`src/design/acm_pkg.sv`:
```
`timescale 1ns / 1ps
`default_nettype none

package acm_pkg;

   localparam int NAME_LEN    = 10;
   localparam int ENTRIES     = 20;
   localparam int ENTRY_IDX_W = (ENTRIES > 1) ? $clog2(ENTRIES) : 1;
   localparam int POS_W       = 4;
   localparam int CMD_W       = 5;

   typedef logic [CMD_W-1:0] command_type;
   typedef logic [POS_W-1:0] pos_type;
   typedef logic [ENTRIES-1:0] entry_mask_type;

   localparam command_type CODE_SYNTAX     = 5'd0;
   localparam command_type CODE_DIR        = 5'd1;
   localparam command_type CODE_ASSIGN     = 5'd2;
   localparam command_type CODE_BLOCK      = 5'd3;
   localparam command_type CODE_COPY       = 5'd4;
   localparam command_type CODE_CD         = 5'd5;
   localparam command_type CODE_DUPLICATE  = 5'd6;
   localparam command_type CODE_INITIALIZE = 5'd7;
   localparam command_type CODE_MKDIR      = 5'd8;
   localparam command_type CODE_NEW        = 5'd9;
   localparam command_type CODE_POSITION   = 5'd10;
   localparam command_type CODE_RENAME     = 5'd11;
   localparam command_type CODE_RMDIR      = 5'd12;
   localparam command_type CODE_SCRATCH    = 5'd13;
   localparam command_type CODE_TIME       = 5'd14;
   localparam command_type CODE_UX         = 5'd15;
   localparam command_type CODE_VALIDATE   = 5'd16;
   localparam command_type CODE_EXT        = 5'd17;

   localparam logic [7:0] CHAR_DOLLAR = 8'h24;
   localparam logic [7:0] CHAR_UPPER_A = 8'h41;
   localparam logic [7:0] CHAR_UPPER_Z = 8'h5A;
   localparam logic [7:0] CHAR_LOWER_A = 8'h61;
   localparam logic [7:0] CHAR_LOWER_Z = 8'h7A;

   typedef logic [NAME_LEN*8-1:0] name_type;

   localparam name_type ENTRY_NAME [ENTRIES] = '{
      "ASSIGN    ", "BLOCK     ", "COPY      ", "CD        ", "CHDIR     ",
      "DUPLICATE ", "INITIALIZE", "M-        ", "MKDIR     ", "MD        ",
      "NEW       ", "P         ", "RENAME    ", "RMDIR     ", "RD        ",
      "SCRATCH   ", "TIME      ", "U         ", "VALIDATE  ", "X         "
   };

   localparam pos_type ENTRY_LEN [ENTRIES] = '{
      4'd6, 4'd5, 4'd4, 4'd2, 4'd5, 4'd9, 4'd10, 4'd2, 4'd5, 4'd2,
      4'd3, 4'd1, 4'd6, 4'd5, 4'd2, 4'd7, 4'd4, 4'd1, 4'd8, 4'd1
   };

   localparam command_type ENTRY_CODE [ENTRIES] = '{
      CODE_ASSIGN, CODE_BLOCK, CODE_COPY, CODE_CD, CODE_CD,
      CODE_DUPLICATE, CODE_INITIALIZE, CODE_SYNTAX, CODE_MKDIR, CODE_MKDIR,
      CODE_NEW, CODE_POSITION, CODE_RENAME, CODE_RMDIR, CODE_RMDIR,
      CODE_SCRATCH, CODE_TIME, CODE_UX, CODE_VALIDATE, CODE_EXT
   };

   typedef struct packed {
      logic [7:0] ch;
      logic       start_req;
   } req_type;

   typedef struct packed {
      command_type command;
      pos_type     length;
   } rsp_type;

   function automatic logic [7:0] entry_char(input int idx, input pos_type pos);
      logic [7:0] c;
      c = 8'h00;
      for (int p = 0; p < NAME_LEN; p++) begin
         if (pos == POS_W'(p)) begin
            c = ENTRY_NAME[idx][(NAME_LEN-1-p)*8 +: 8];
         end
      end
      return c;
   endfunction

endpackage

`default_nettype wire

```
`src/design/abbreviated_command_matcher_unit.sv`:
```
`timescale 1ns / 1ps
`default_nettype none
// A result is registered in the output register, visible the cycle after the character that decides it.
// One character per cycle while req_ready is high; all table entries are compared in parallel.
// The output register frees the input side whenever it is empty or being taken.
// Reset: all entries alive, position zero, waiting for a character with start_req.
module abbreviated_command_matcher_unit (
   input  wire                clock,
   input  wire                reset,
   input  wire                req_valid,
   output logic               req_ready,
   input  acm_pkg::req_type   req_data,
   output logic               rsp_valid,
   input  wire                rsp_ready,
   output acm_pkg::rsp_type   rsp_data
);
   import acm_pkg::*;

   entry_mask_type alive_ff, alive_in;
   pos_type        pos_ff, pos_in;
   logic           decided_ff, decided_in;
   logic           rsp_valid_ff, rsp_valid_in;
   rsp_type        rsp_data_ff, rsp_data_in;

   entry_mask_type eff_alive, kept_alive;
   pos_type        eff_pos, next_pos;
   logic           eff_decided;
   logic           accept, alpha;
   logic           emit;
   rsp_type        result;
   logic           pre_found, post_found;
   logic [ENTRY_IDX_W-1:0] pre_idx, post_idx;
   pos_type        pre_len;

   assign accept    = req_valid && req_ready;
   assign req_ready = !rsp_valid_ff || rsp_ready;
   assign rsp_valid = rsp_valid_ff;
   assign rsp_data  = rsp_data_ff;

   always_comb begin
      eff_alive   = req_data.start_req ? {ENTRIES{1'b1}} : alive_ff;
      eff_pos     = req_data.start_req ? '0 : pos_ff;
      eff_decided = req_data.start_req ? 1'b0 : decided_ff;
      alpha = ((req_data.ch >= CHAR_UPPER_A) && (req_data.ch <= CHAR_UPPER_Z)) ||
              ((req_data.ch >= CHAR_LOWER_A) && (req_data.ch <= CHAR_LOWER_Z));
   end

   always_comb begin
      kept_alive = eff_alive;
      for (int i = 0; i < ENTRIES; i++) begin
         if (ENTRY_LEN[i] > eff_pos && entry_char(i, eff_pos) != req_data.ch) begin
            kept_alive[i] = 1'b0;
         end
      end
      next_pos = (eff_pos == {POS_W{1'b1}}) ? eff_pos : eff_pos + POS_W'(1);
   end

   always_comb begin
      pre_found  = 1'b0;
      pre_idx    = '0;
      post_found = 1'b0;
      post_idx   = '0;
      for (int i = ENTRIES - 1; i >= 0; i--) begin
         if (eff_alive[i]) begin
            pre_found = 1'b1;
            pre_idx   = ENTRY_IDX_W'(i);
         end
         if (kept_alive[i]) begin
            post_found = 1'b1;
            post_idx   = ENTRY_IDX_W'(i);
         end
      end
      pre_len = (ENTRY_LEN[pre_idx] > eff_pos) ? eff_pos : ENTRY_LEN[pre_idx];
   end

   always_comb begin
      emit       = 1'b0;
      result     = '{command: CODE_SYNTAX, length: '0};
      alive_in   = alive_ff;
      pos_in     = pos_ff;
      decided_in = decided_ff;
      if (accept) begin
         alive_in   = eff_alive;
         pos_in     = eff_pos;
         decided_in = eff_decided;
         if (!eff_decided) begin
            if (eff_pos == '0 && req_data.ch == CHAR_DOLLAR) begin
               emit   = 1'b1;
               result = '{command: CODE_DIR, length: POS_W'(1)};
            end else if (!alpha) begin
               emit = 1'b1;
               if (pre_found && pre_len != '0) begin
                  result = '{command: ENTRY_CODE[pre_idx], length: pre_len};
               end
            end else begin
               alive_in = kept_alive;
               pos_in   = next_pos;
               if (!post_found) begin
                  emit = 1'b1;
               end else if (ENTRY_LEN[post_idx] <= next_pos) begin
                  emit   = 1'b1;
                  result = '{command: ENTRY_CODE[post_idx], length: ENTRY_LEN[post_idx]};
               end
            end
            if (emit) begin
               decided_in = 1'b1;
            end
         end
      end
   end

   always_comb begin
      rsp_valid_in = rsp_valid_ff && !rsp_ready;
      rsp_data_in  = rsp_data_ff;
      if (emit) begin
         rsp_valid_in = 1'b1;
         rsp_data_in  = result;
      end
   end

   always_ff @(posedge clock) begin
      if (reset) begin
         alive_ff     <= {ENTRIES{1'b1}};
         pos_ff       <= '0;
         decided_ff   <= 1'b1;
         rsp_valid_ff <= 1'b0;
      end else begin
         alive_ff     <= alive_in;
         pos_ff       <= pos_in;
         decided_ff   <= decided_in;
         rsp_valid_ff <= rsp_valid_in;
      end
   end

   always_ff @(posedge clock) begin
      rsp_data_ff <= rsp_data_in;
   end

endmodule
`default_nettype wire

```
`config.mk`:
```
export PLATFORM = sky130hd
export DESIGN_NAME = abbreviated_command_matcher_unit
export DESIGN_NICKNAME = d
export VERILOG_FILES = /design/src/design/acm_pkg.sv /design/src/design/abbreviated_command_matcher_unit.sv
export SDC_FILE = /design/constraint.sdc
export NUM_CORES = 1
export LEC_CHECK = 0
export BUFFER_PORTS_ARGS = -buffer_cell sky130_fd_sc_hd__buf_4
export CAP_MARGIN = 5
export CORE_MARGIN = 4
export CORE_UTILIZATION = 40
export DETAILED_ROUTE_END_ITERATION = 10
export HOLD_SLACK_MARGIN = 0.03
export PLACE_DENSITY = 0.59
export SETUP_SLACK_MARGIN = 0.4
export SYNTH_ARGS = -nofsm -noshare
export SYNTH_HDL_FRONTEND = slang
export SYNTH_SLANG_ARGS = --single-unit
```
`constraint.sdc`:
```
create_clock -name clock -period 8.95 [get_ports clock]
set_input_delay 0.4475 -clock clock [delete_from_list [all_inputs] [get_ports clock]]
set_output_delay 0.4475 -clock clock [all_outputs]
set_load 0.02 [all_outputs]
```
==> results of run 1 <==
## power by group through the flow
stage / Clock [W] / Sequential (W) / Combinational, W
after floorplan: 0 / 0.000183 / 0.000244
after global placement: 0 / 0.000180 / 0.000334
after detailed placement: 0 / 0.000181 / 0.000329
after CTS: 0.000201 / 0.000177 / 0.000331
after global routing: 0.000211 / 0.000178 / 0.000368
final: 0.000197 / 0.000177 / 0.000340
## flip-flops by register name, indices dropped and copies added (netlist names)
register / cells
pos_ff: 4
alive_ff: 20
decided_ff: 1
rsp_data: 9
rsp_valid: 1
## cell usage after synthesis (all sizes together) (7+ instances only)
| library cell | instances |
|---|---|
| dfxtp | 26 |
| nand3 | 26 |
| a21o | 9 |
| mux2i | 9 |
| xnor2 | 34 |
| inv | 24 |
| clkbuf | 25 |
| a211oi | 17 |
| nand4 | 15 |
| buf | 35 |
| ha | 23 |
| o2111ai | 8 |
| o22ai | 14 |
| o21a | 8 |
| or2 | 17 |
| o211ai | 12 |
| nand2 | 49 |
| and2 | 9 |
| or4 | 8 |
| nor4 | 20 |
| nor2 | 93 |
| a21oi | 69 |
| o21bai | 10 |
| a31oi | 15 |
| nor2b | 7 |
| nand2b | 23 |
| edfxtp | 9 |
| or3 | 8 |
| o21ai | 55 |
| o221ai | 7 |
| nor3 | 28 |
| a2111oi | 10 |
| and3 | 9 |
| o31ai | 10 |
## placed cells by master, fill, tap and decap left out, types with 5 or more instances in the layout
cell type / n
a2111oi_0: 8
a211oi_1: 14
a21o_1: 9
a21oi_1: 68
a22oi_1: 5
a311oi_1: 6
a31o_2: 5
a31oi_1: 15
and2_1: 9
and3_1: 9
buf_4: 36
clkbuf_16: 5
dfxtp_1: 26
edfxtp_1: 9
ha_1: 23
inv_1: 22
mux2i_1: 9
nand2_1: 48
nand2b_1: 23
nand3_1: 25
nand4_1: 15
nor2_1: 92
nor2b_1: 7
nor3_1: 27
nor4_1: 17
o2111ai_1: 8
o211ai_1: 12
o21a_1: 8
o21ai_0: 46
o21ai_1: 7
o21bai_1: 10
o221ai_1: 7
o22ai_1: 14
o31ai_1: 10
o32ai_1: 6
or2_2: 12
or3_1: 7
or4_1: 7
xnor2_1: 33
## path summary, 6_finish.rpt
path	to	slack, ns	cells after the start
max	rsp_data[5]	1.10	26
max reg2reg	rsp_data[5]	1.10	26
min reg2reg	alive_ff[0]	0.51	2
min	rsp_valid	0.51	2
## final cells by class
| cell class | instances | area, µm² | share of cell area (%) |
|---|---|---|---|
| multi-input combinational | 719 | 4740 | 75.3 |
| inverter | 27 | 101 | 1.61 |
| clock buffer | 5 | 125 | 1.99 |
| tap | 184 | 230 | 3.66 |
| sequential | 35 | 791 | 12.6 |
| clock inverter | 3 | 38.8 | 0.616 |
| timing repair buffer | 36 | 270 | 4.29 |
## metal layers
layer	track usage, %	part of all wire (%)	vias up	wire, µm
li1	-	-	3207	-
met1	39.0	43	3240	9950
met2	39.6	42	485	9800
met3	6.10	11	69	2590
met4	9.96	3.6	0	840
met5	0	0	-	0
## per-stage QoR
| stage | utilization [%] | total power, W |
|---|---|---|
| 6_report | 43.3 | 0.000714 |
| 5_1_grt | 43.3 | 0.000757 |
| 4_1_cts | 43.3 | 0.000709 |
| 3_5_place_dp | 42.2 | 0.000510 |
| 3_3_place_gp | 42.2 | 0.000514 |
| 2_1_floorplan | - | 0.000427 |
## logic make-up (layout without fill, tap and decap cells)
logic type	count (synthesis)	count (layout)	share of synthesized area, %
adders and majority gates	24	24	5.05
buffers and inverters	87	71	6.67
muxes	10	10	1.71
DFF	35	35	13.3
xor gates and xnor gates	34	34	5.15
and+or+nand+nor	342	342	32.0
AOI/OAI and AO/OA	309	309	36.1
==> metrics, run 1 <==
outcome finished, violations left; failing checks capacitance limit; Placed Instances 1001; share of the yosys chip area belonging to registers 13.3%; worst min path class in -> reg; CTS tree built; Critical-path top delay cell a211oi_2; GR Overflow Total 0; Root Driver clkbuf_16; Post-Route WL 23.2 mm; Gate power share 47.6%; Post-Syn Nets 877; Die X 130 µm; Top Ports 24; CP max FO 23; Residual DRC 0; Reg2Reg Launch Point pos_ff[0]; Layout Nets 860; die height 130 µm; sw frac 40.3%; TritonCTS buffer count 5; H-tree depth 2; crit path DAT 7.99 ns; Starting Density 40.8%; final-layout fill cell count between 1500 and 2000; Worst-Skew Late Latency 0.29 ns; Highest Clock Rate 127 MHz; initial antenna violation count 0; # hold bufs at CTS 0; max-slew violation count 0; Post-Layout Cell Count around 1000; Vias/cell 6.94; core region area 14500 µm²; max_slew headroom less than 1%; Cell Rows 44; post-route setup slack about 1.1 ns; Hold Vio Cnt, Final 0; final setup fails 0; Psw 0.000288 W; Detailed Routing Iterations Pass 1 8; worst setup path category reg -> reg; gpl congestion 1.03; Netlist cell types 99; RSZ-0062 raised after global routing false; post-synth top area cell dfxtp_1; Post-synth top flop dfxtp_1; CP required 9.10 ns; PD cells around 110 nW/µm²; Final Instance Area around 6300 µm²; Area contributors post-synth dfxtp_1 8.8%, nor2_1 5.8%, a21oi_1 5.7%; worst setup path start pos_ff[0]; worst hold slack 0.511 ns; worst-margin pin slew 1.46 ns; Synth top area share between 8 and 9%; layout cells sized above 1 11.5%; largest net degree at the start of global routing 57; Max clock buf depth 2; Mapped Cells 841; Clk pwr share between 20% and 30%; Mapped Area roughly 6000 µm²; Initial DRC Count ~1200; post-synthesis area per instance 7.05 µm²; # port buffers 23; Crit path max-delay family compound AO/OA/AOI/OAI gates; internal power 0.000426 W; WL per Instance between 20 and 25 µm; Crit. End Element flip-flop; gr usage total 27.1%; Seq pwr share 24.8%; clk slew on worst S/H paths 0.06 ns; Clock Skew between 0.009 and 0.01 ns; CP max stage delay between 0.7 and 0.8 ns; first-pass GRT wire length between 30 and 40 mm; YS warnings 0; vias in the first global route around 6300; Layout area overhead 6.25%; worst path buffer plus inverter count 3; Post-Place Setup Slack 1.20 ns; setup_tns 0 ns; max-cap viol count 1; postcts setup bufs 0; most frequent CP cell ha_1; post-cts gate resize count 0; Worst setup SP type flip-flop; EDFF count, synth 9; Final period util between 80 and 90%; worst vdd ir approximately 0.09 mV; Die Area 16800 µm²; DP Wirelength 17.3 mm; Lkg Pwr 2.21 nW; Post-synth ARST share 0%; ant diodes 0; beginning of the worst hold path reset; via count 7001; Synth Register Bits 35; Tmin final 7.85 ns; CTS Sinks 35; placed instance area 6130 µm²; ANT nets after route 0
Note: power is estimated with default switching activity, not from simulation.
==> run 2: changes to the inputs <==
- CAP_MARGIN: 5 -> unset
- GPL_TIMING_DRIVEN: unset -> 0
==> metrics, run 2 (synthesis gave the netlist of run 1 again) <==
worst hold slack 0.404 ns (-0.107 ns); # port buffers 22 (-4.3%); CTS tree built; Lkg Pwr 2.32 nW (+5.2%); Root Driver clkbuf_16; final-layout fill cell count 1597 (+5.4%); via count 7340 (+4.8%); largest net degree at the start of global routing 12 (-79%); PD cells 109 nW/µm² (-4.3%); Detailed Routing Iterations Pass 1 9 (+1); GR Overflow Total 0 (unchanged); Max clock buf depth 2 (unchanged); worst min path class in -> reg; H-tree depth 2 (unchanged); gr usage total 29.9% (+2.7 points); worst-margin pin slew 1.34 ns (-0.120 ns); CP required 9.08 ns (-0.02 ns); max-slew violation count 0 (unchanged); ant diodes 0 (unchanged); CTS Sinks 35 (unchanged); crit path DAT 8.27 ns (+0.28 ns); Die Area 16800 µm² (unchanged); most frequent cells in the layout 92 x nor2_1, 67 x a21oi_1, 48 x nand2_1; # hold bufs at CTS 0 (unchanged); Residual DRC 0 (unchanged); Reg2Reg Launch Point pos_ff[1]; Highest Clock Rate 123 MHz (-3.6%); Die X 130 µm (unchanged); Clock Skew 0.00443 ns (-0.00550 ns); Post-Route WL 25.6 mm (+11%); core region area 14500 µm² (unchanged); outcome finished clean; worst hold path endpoint alive_ff[3]; Crit path max-delay family compound AO/OA/AOI/OAI gates; placed instance area 6320 µm² (+3.1%); register with the most flip-flops alive_ff; Cell Rows 44 (unchanged); worst vdd ir 0.0789 mV (-10%); DP Wirelength 19.4 mm (+12%); max-cap viol count 0 (-1); PnR Total Power 0.000709 W (-0.77%); worst path buffer plus inverter count 8 (+5); Final Instance Area 6530 µm² (+3.7%); post-route setup slack 0.810 ns (-0.292 ns); first-pass GRT wire length 39.0 mm (+7.2%); Crit. End Element flip-flop; commonest non-fill, non-tap cell in the layout nor2_1; worst setup path category reg -> reg; CP max stage delay 0.70 ns (-0.03 ns); capture point of the worst reg-to-reg path rsp_data[5]; R2R depth 33 (+27%); gpl congestion 1.05 (+2.0%); Post-Place Setup Slack 0.337 ns (-0.867 ns); Starting Density 40.8% (unchanged); Final period util 91.0% (+3.3 points); Hold Vio Cnt, Final 0 (unchanged); Worst setup SP type flip-flop; CP max FO 10 (-57%); ANT nets after route 0 (unchanged); beginning of the worst hold path reset; Layout area overhead 10.2%; initial antenna violation count 0 (unchanged); Critical-path top delay cell a2111oi_1; clk slew on worst S/H paths 0.06 ns (about the same); layout cells sized above 1 14.2% (+2.7 points); WL per Instance 24.3 µm (+5.6%); die height 130 µm (unchanged); Layout Nets 907 (+5.5%); Worst-Skew Late Latency 0.29 ns (about the same); Initial DRC Count 1229 (+2.0%); max reg flops 20 (unchanged); Hold Path Stages 2 (unchanged); RSZ-0062 raised after global routing false; Top Ports 24 (unchanged); most frequent CP cell buf_2; Tmin final 8.14 ns (+0.292 ns); setup_tns 0 ns (unchanged); max_slew headroom 8.63% (+8.2 points); final setup fails 0 (unchanged); Vias/cell 6.95 (+0.18%); vias in the first global route 6699 (+6.7%); reg2reg setup slack 0.81 ns (-0.29 ns); TritonCTS buffer count 5 (unchanged)
==> run 2: final cells by class <==
class / instances / area [µm²] / share of cell area (%)
Tap cell: 184 / 230 / 3.52
Sequential cell: 35 / 791 / 12.1
Clock inverter: 2 / 12.5 / 0.192
Timing Repair Buffer: 23 / 173 / 2.64
Buffer: 60 / 297 / 4.54
Multi-Input combinational cell: 719 / 4800 / 73.5
Clock buffer: 6 / 129 / 1.97
Inverter: 27 / 101 / 1.55
==> run 2: per-layer routing <==
metal	part of all wire (%)	global-route usage (%)	vias to the layer above	wire, µm
met5	0	0	-	0
met3	14	8.06	116	3490
met2	41	42.9	568	10400
li1	-	-	3287	-
met1	41	42.3	3369	10400
met4	5.2	11.9	0	1330
==> run 2: through the flow <==
stage / util, % / cells
final: 44.9 / 1056
after global routing: 44.9 / 1056
after CTS: 44.5 / 1055
after detailed placement: 43.5 / 1047
after global placement: 43.5 / 1047
after floorplan: - / 841
==> run 2: worst max path at each step <==
stage / start / cells past startpoint / slack (ns) / to
after global routing: req_data[0] / 33 / 0.54 / rsp_data[5]
after global placement: req_data[0] / 33 / 0.33 / rsp_data[5]
after CTS: pos_ff[1] / 32 / 0.59 / rsp_data[5]
after floorplan: req_data[0] / 34 / 2.22 / rsp_data[5]
final: pos_ff[1] / 33 / 0.81 / rsp_data[5]
after detailed placement: req_data[0] / 33 / 0.34 / rsp_data[5]
==> run 2: worst reg2reg max path, delay by kind of cell (launching register included) <==
| kind | cells | cell delay, ns |
|---|---|---|
| adders and majority gates | 3 | 1.01 |
| xor gates and xnor gates | 1 | 0.15 |
| buffers and inverters | 8 | 2.12 |
| AOI/OAI and AO/OA | 15 | 3.57 |
| DFF | 1 | 0.31 |
| and+or+nand+nor | 6 | 0.83 |
==> run 2: power breakdown <==
part | leakage (nW) | total (W) | switching (W) | internal [W]
logic | 1.96 | 0.000361 | 0.000228 | 0.000133
clock network | 0.0669 | 0.000171 | 0.0000679 | 0.000103
registers | 0.298 | 0.000177 | 0.00000659 | 0.000171
==> run 2: timing repair <==
action / CTS / global route
resized for setup: 0 / 13
setup endpoints to repair: 0 / 17
buffers inserted: 0 / 1
==> run 3: changes to the inputs <==
- CORE_UTILIZATION: 40 -> 36
- CTS_CLUSTER_SIZE: unset -> 24
- PLACE_DENSITY: 0.59 -> 0.54
==> metrics, run 3 (synthesis gave the netlist of run 1 again) <==
outcome finished clean; Worst setup SP type primary input; Critical-path top delay cell or4_1; max-slew violation count 0 (unchanged); vias in the first global route 6585 (-1.7%); initial antenna violation count 0 (unchanged); ant diodes 0 (unchanged); crit path DAT 8.42 ns (+0.15 ns); postcts setup bufs 0 (unchanged); max_slew headroom 19.0% (+10 points); # hold bufs at CTS 0 (unchanged); clk slew on worst S/H paths 0.05 ns (about the same); CP max stage delay 0.60 ns (-0.10 ns); Clock Skew 0.00393 ns (-0.000491 ns); worst setup path category in -> reg; Worst-Skew Late Latency 0.29 ns (about the same); CTS Sinks 35 (unchanged); first-pass GRT wire length 39.7 mm (+1.8%); Post-Route WL 25.9 mm (+1.3%); via count 7359 (+0.26%); Detailed Routing Iterations Pass 1 7 (-2); capture point of the worst reg-to-reg path rsp_data[5]; Starting Density 37.0% (-3.7 points); DP Wirelength 19.8 mm (+2.1%); gpl congestion 1.03 (-1.8%); Residual DRC 0 (unchanged); RSZ-0062 raised after global routing false; H-tree depth 2 (unchanged); Top Ports 24 (unchanged); beginning of the worst hold path reset; GR Overflow Total 0 (unchanged); ANT nets after route 0 (unchanged); CP max FO 10 (unchanged); PD cells 108 nW/µm² (-0.60%); Initial DRC Count 1264 (+2.8%); Layout Nets 906 (-0.11%); max reg flops 20 (unchanged); max-cap viol count 0 (unchanged); worst-margin pin slew 1.21 ns (-0.123 ns); final-layout fill cell count 1759 (+10%); die height 136 µm (+5.1%); core region area 16000 µm² (+10%); R2R depth 32 (-3.0%); Crit. End Element flip-flop; WL per Instance 23.9 µm (-1.5%); final setup fails 0 (unchanged); Layout area overhead 10.1%; CP required 9.09 ns (about the same); worst vdd ir 0.0842 mV (+6.7%); layout cells sized above 1 13.6% (-0.66 points); Tmin final 8.27 ns (+0.134 ns); Final period util 92.5% (+1.5 points); largest net degree at the start of global routing 11 (-1); most frequent cells in the layout 92 x nor2_1, 68 x a21oi_1, 48 x nand2_1; TritonCTS buffer count 5 (unchanged); Post-Place Setup Slack 0.180 ns (-0.156 ns); Root Driver clkbuf_16; worst hold path endpoint alive_ff[3]; Hold Vio Cnt, Final 0 (unchanged); Lkg Pwr 2.32 nW (-0.32%); Die X 136 µm (+5.1%); worst min path class in -> reg; commonest non-fill, non-tap cell in the layout nor2_1; gr usage total 27.7% (-2.1 points); Highest Clock Rate 121 MHz (-1.6%); Max clock buf depth 2 (unchanged); # port buffers 22 (unchanged); CTS tree built; Vias/cell 6.78 (-2.5%); Die Area 18600 µm² (+10%); Hold Path Stages 2 (unchanged); post-route setup slack 0.676 ns (-0.134 ns); register with the most flip-flops alive_ff; Cell Rows 46 (+4.5%); reg2reg setup slack 0.90 ns (+0.09 ns); Reg2Reg Launch Point pos_ff[1]; setup_tns 0 ns (unchanged)
==> run 3: cell type report <==
type / instances / area [µm²] / area share, %
tap: 216 / 270 / 4.14
buffer: 60 / 298 / 4.56
inverter: 27 / 101 / 1.55
sequential: 35 / 791 / 12.1
timing repair buffer: 22 / 165 / 2.53
multi-input combinational: 719 / 4770 / 73.1
clock buffer: 7 / 133 / 2.03
==> run 3: through the flow <==
step | hold slack (ns) | std cells | area [µm²] | power, W | utilization (%)
after floorplan | 0.476 | 841 | 5930 | 0.000427 | -
after global placement | 0.489 | 1079 | 6360 | 0.000524 | 39.8
after detailed placement | 0.495 | 1079 | 6360 | 0.000521 | 39.8
after CTS | 0.422 | 1086 | 6500 | 0.000689 | 40.6
after global routing | 0.434 | 1086 | 6520 | 0.000739 | 40.8
final | 0.420 | 1086 | 6520 | 0.000704 | 40.8
==> run 3: repair_timing <==
item / CTS / global route
endpoints found under the setup margin: 3 / 18
cloned: 0 / 0
pin swaps: 0 / 0
resized for setup: 1 / 10
==> run 3: worst max-delay path: cells and delay by family <==
kind | cells | cell delay [ns]
xor+xnor | 1 | 0.17
simple gates | 9 | 2.16
buf+inv | 7 | 1.51
fa+ha+maj | 3 | 1.04
compound gates | 12 | 3.04
==> run 3: how the worst max path moves through the flow <==
| stage | start | to | slack (ns) | cells past startpoint |
|---|---|---|---|---|
| after floorplan | req_data[0] | rsp_data[5] | 2.22 | 34 |
| after global placement | req_data[0] | rsp_data[5] | 0.16 | 34 |
| after detailed placement | req_data[0] | rsp_data[5] | 0.18 | 34 |
| after CTS | pos_ff[1] | rsp_data[5] | 0.43 | 32 |
| after global routing | req_data[0] | rsp_data[4] | 0.44 | 29 |
| final | req_data[0] | rsp_data[5] | 0.68 | 32 |
==> run 3: power breakdown <==
group | total, W | internal [W] | switching (W)
combinational | 0.000358 | 0.000131 | 0.000228
clock | 0.000168 | 0.000102 | 0.0000664
sequential | 0.000177 | 0.000171 | 0.00000647
total | 0.000704 | 0.000403 | 0.000301
==> run 3: routing by layer <==
metal / up-vias / global-route usage, % / share of wire (%)
met4: 0 / 9.13 / 3.9
li1: 3289 / - / -
met2: 534 / 41.3 / 42
met1: 3441 / 39.3 / 43
met3: 95 / 6.44 / 11
met5: - / 0 / 0
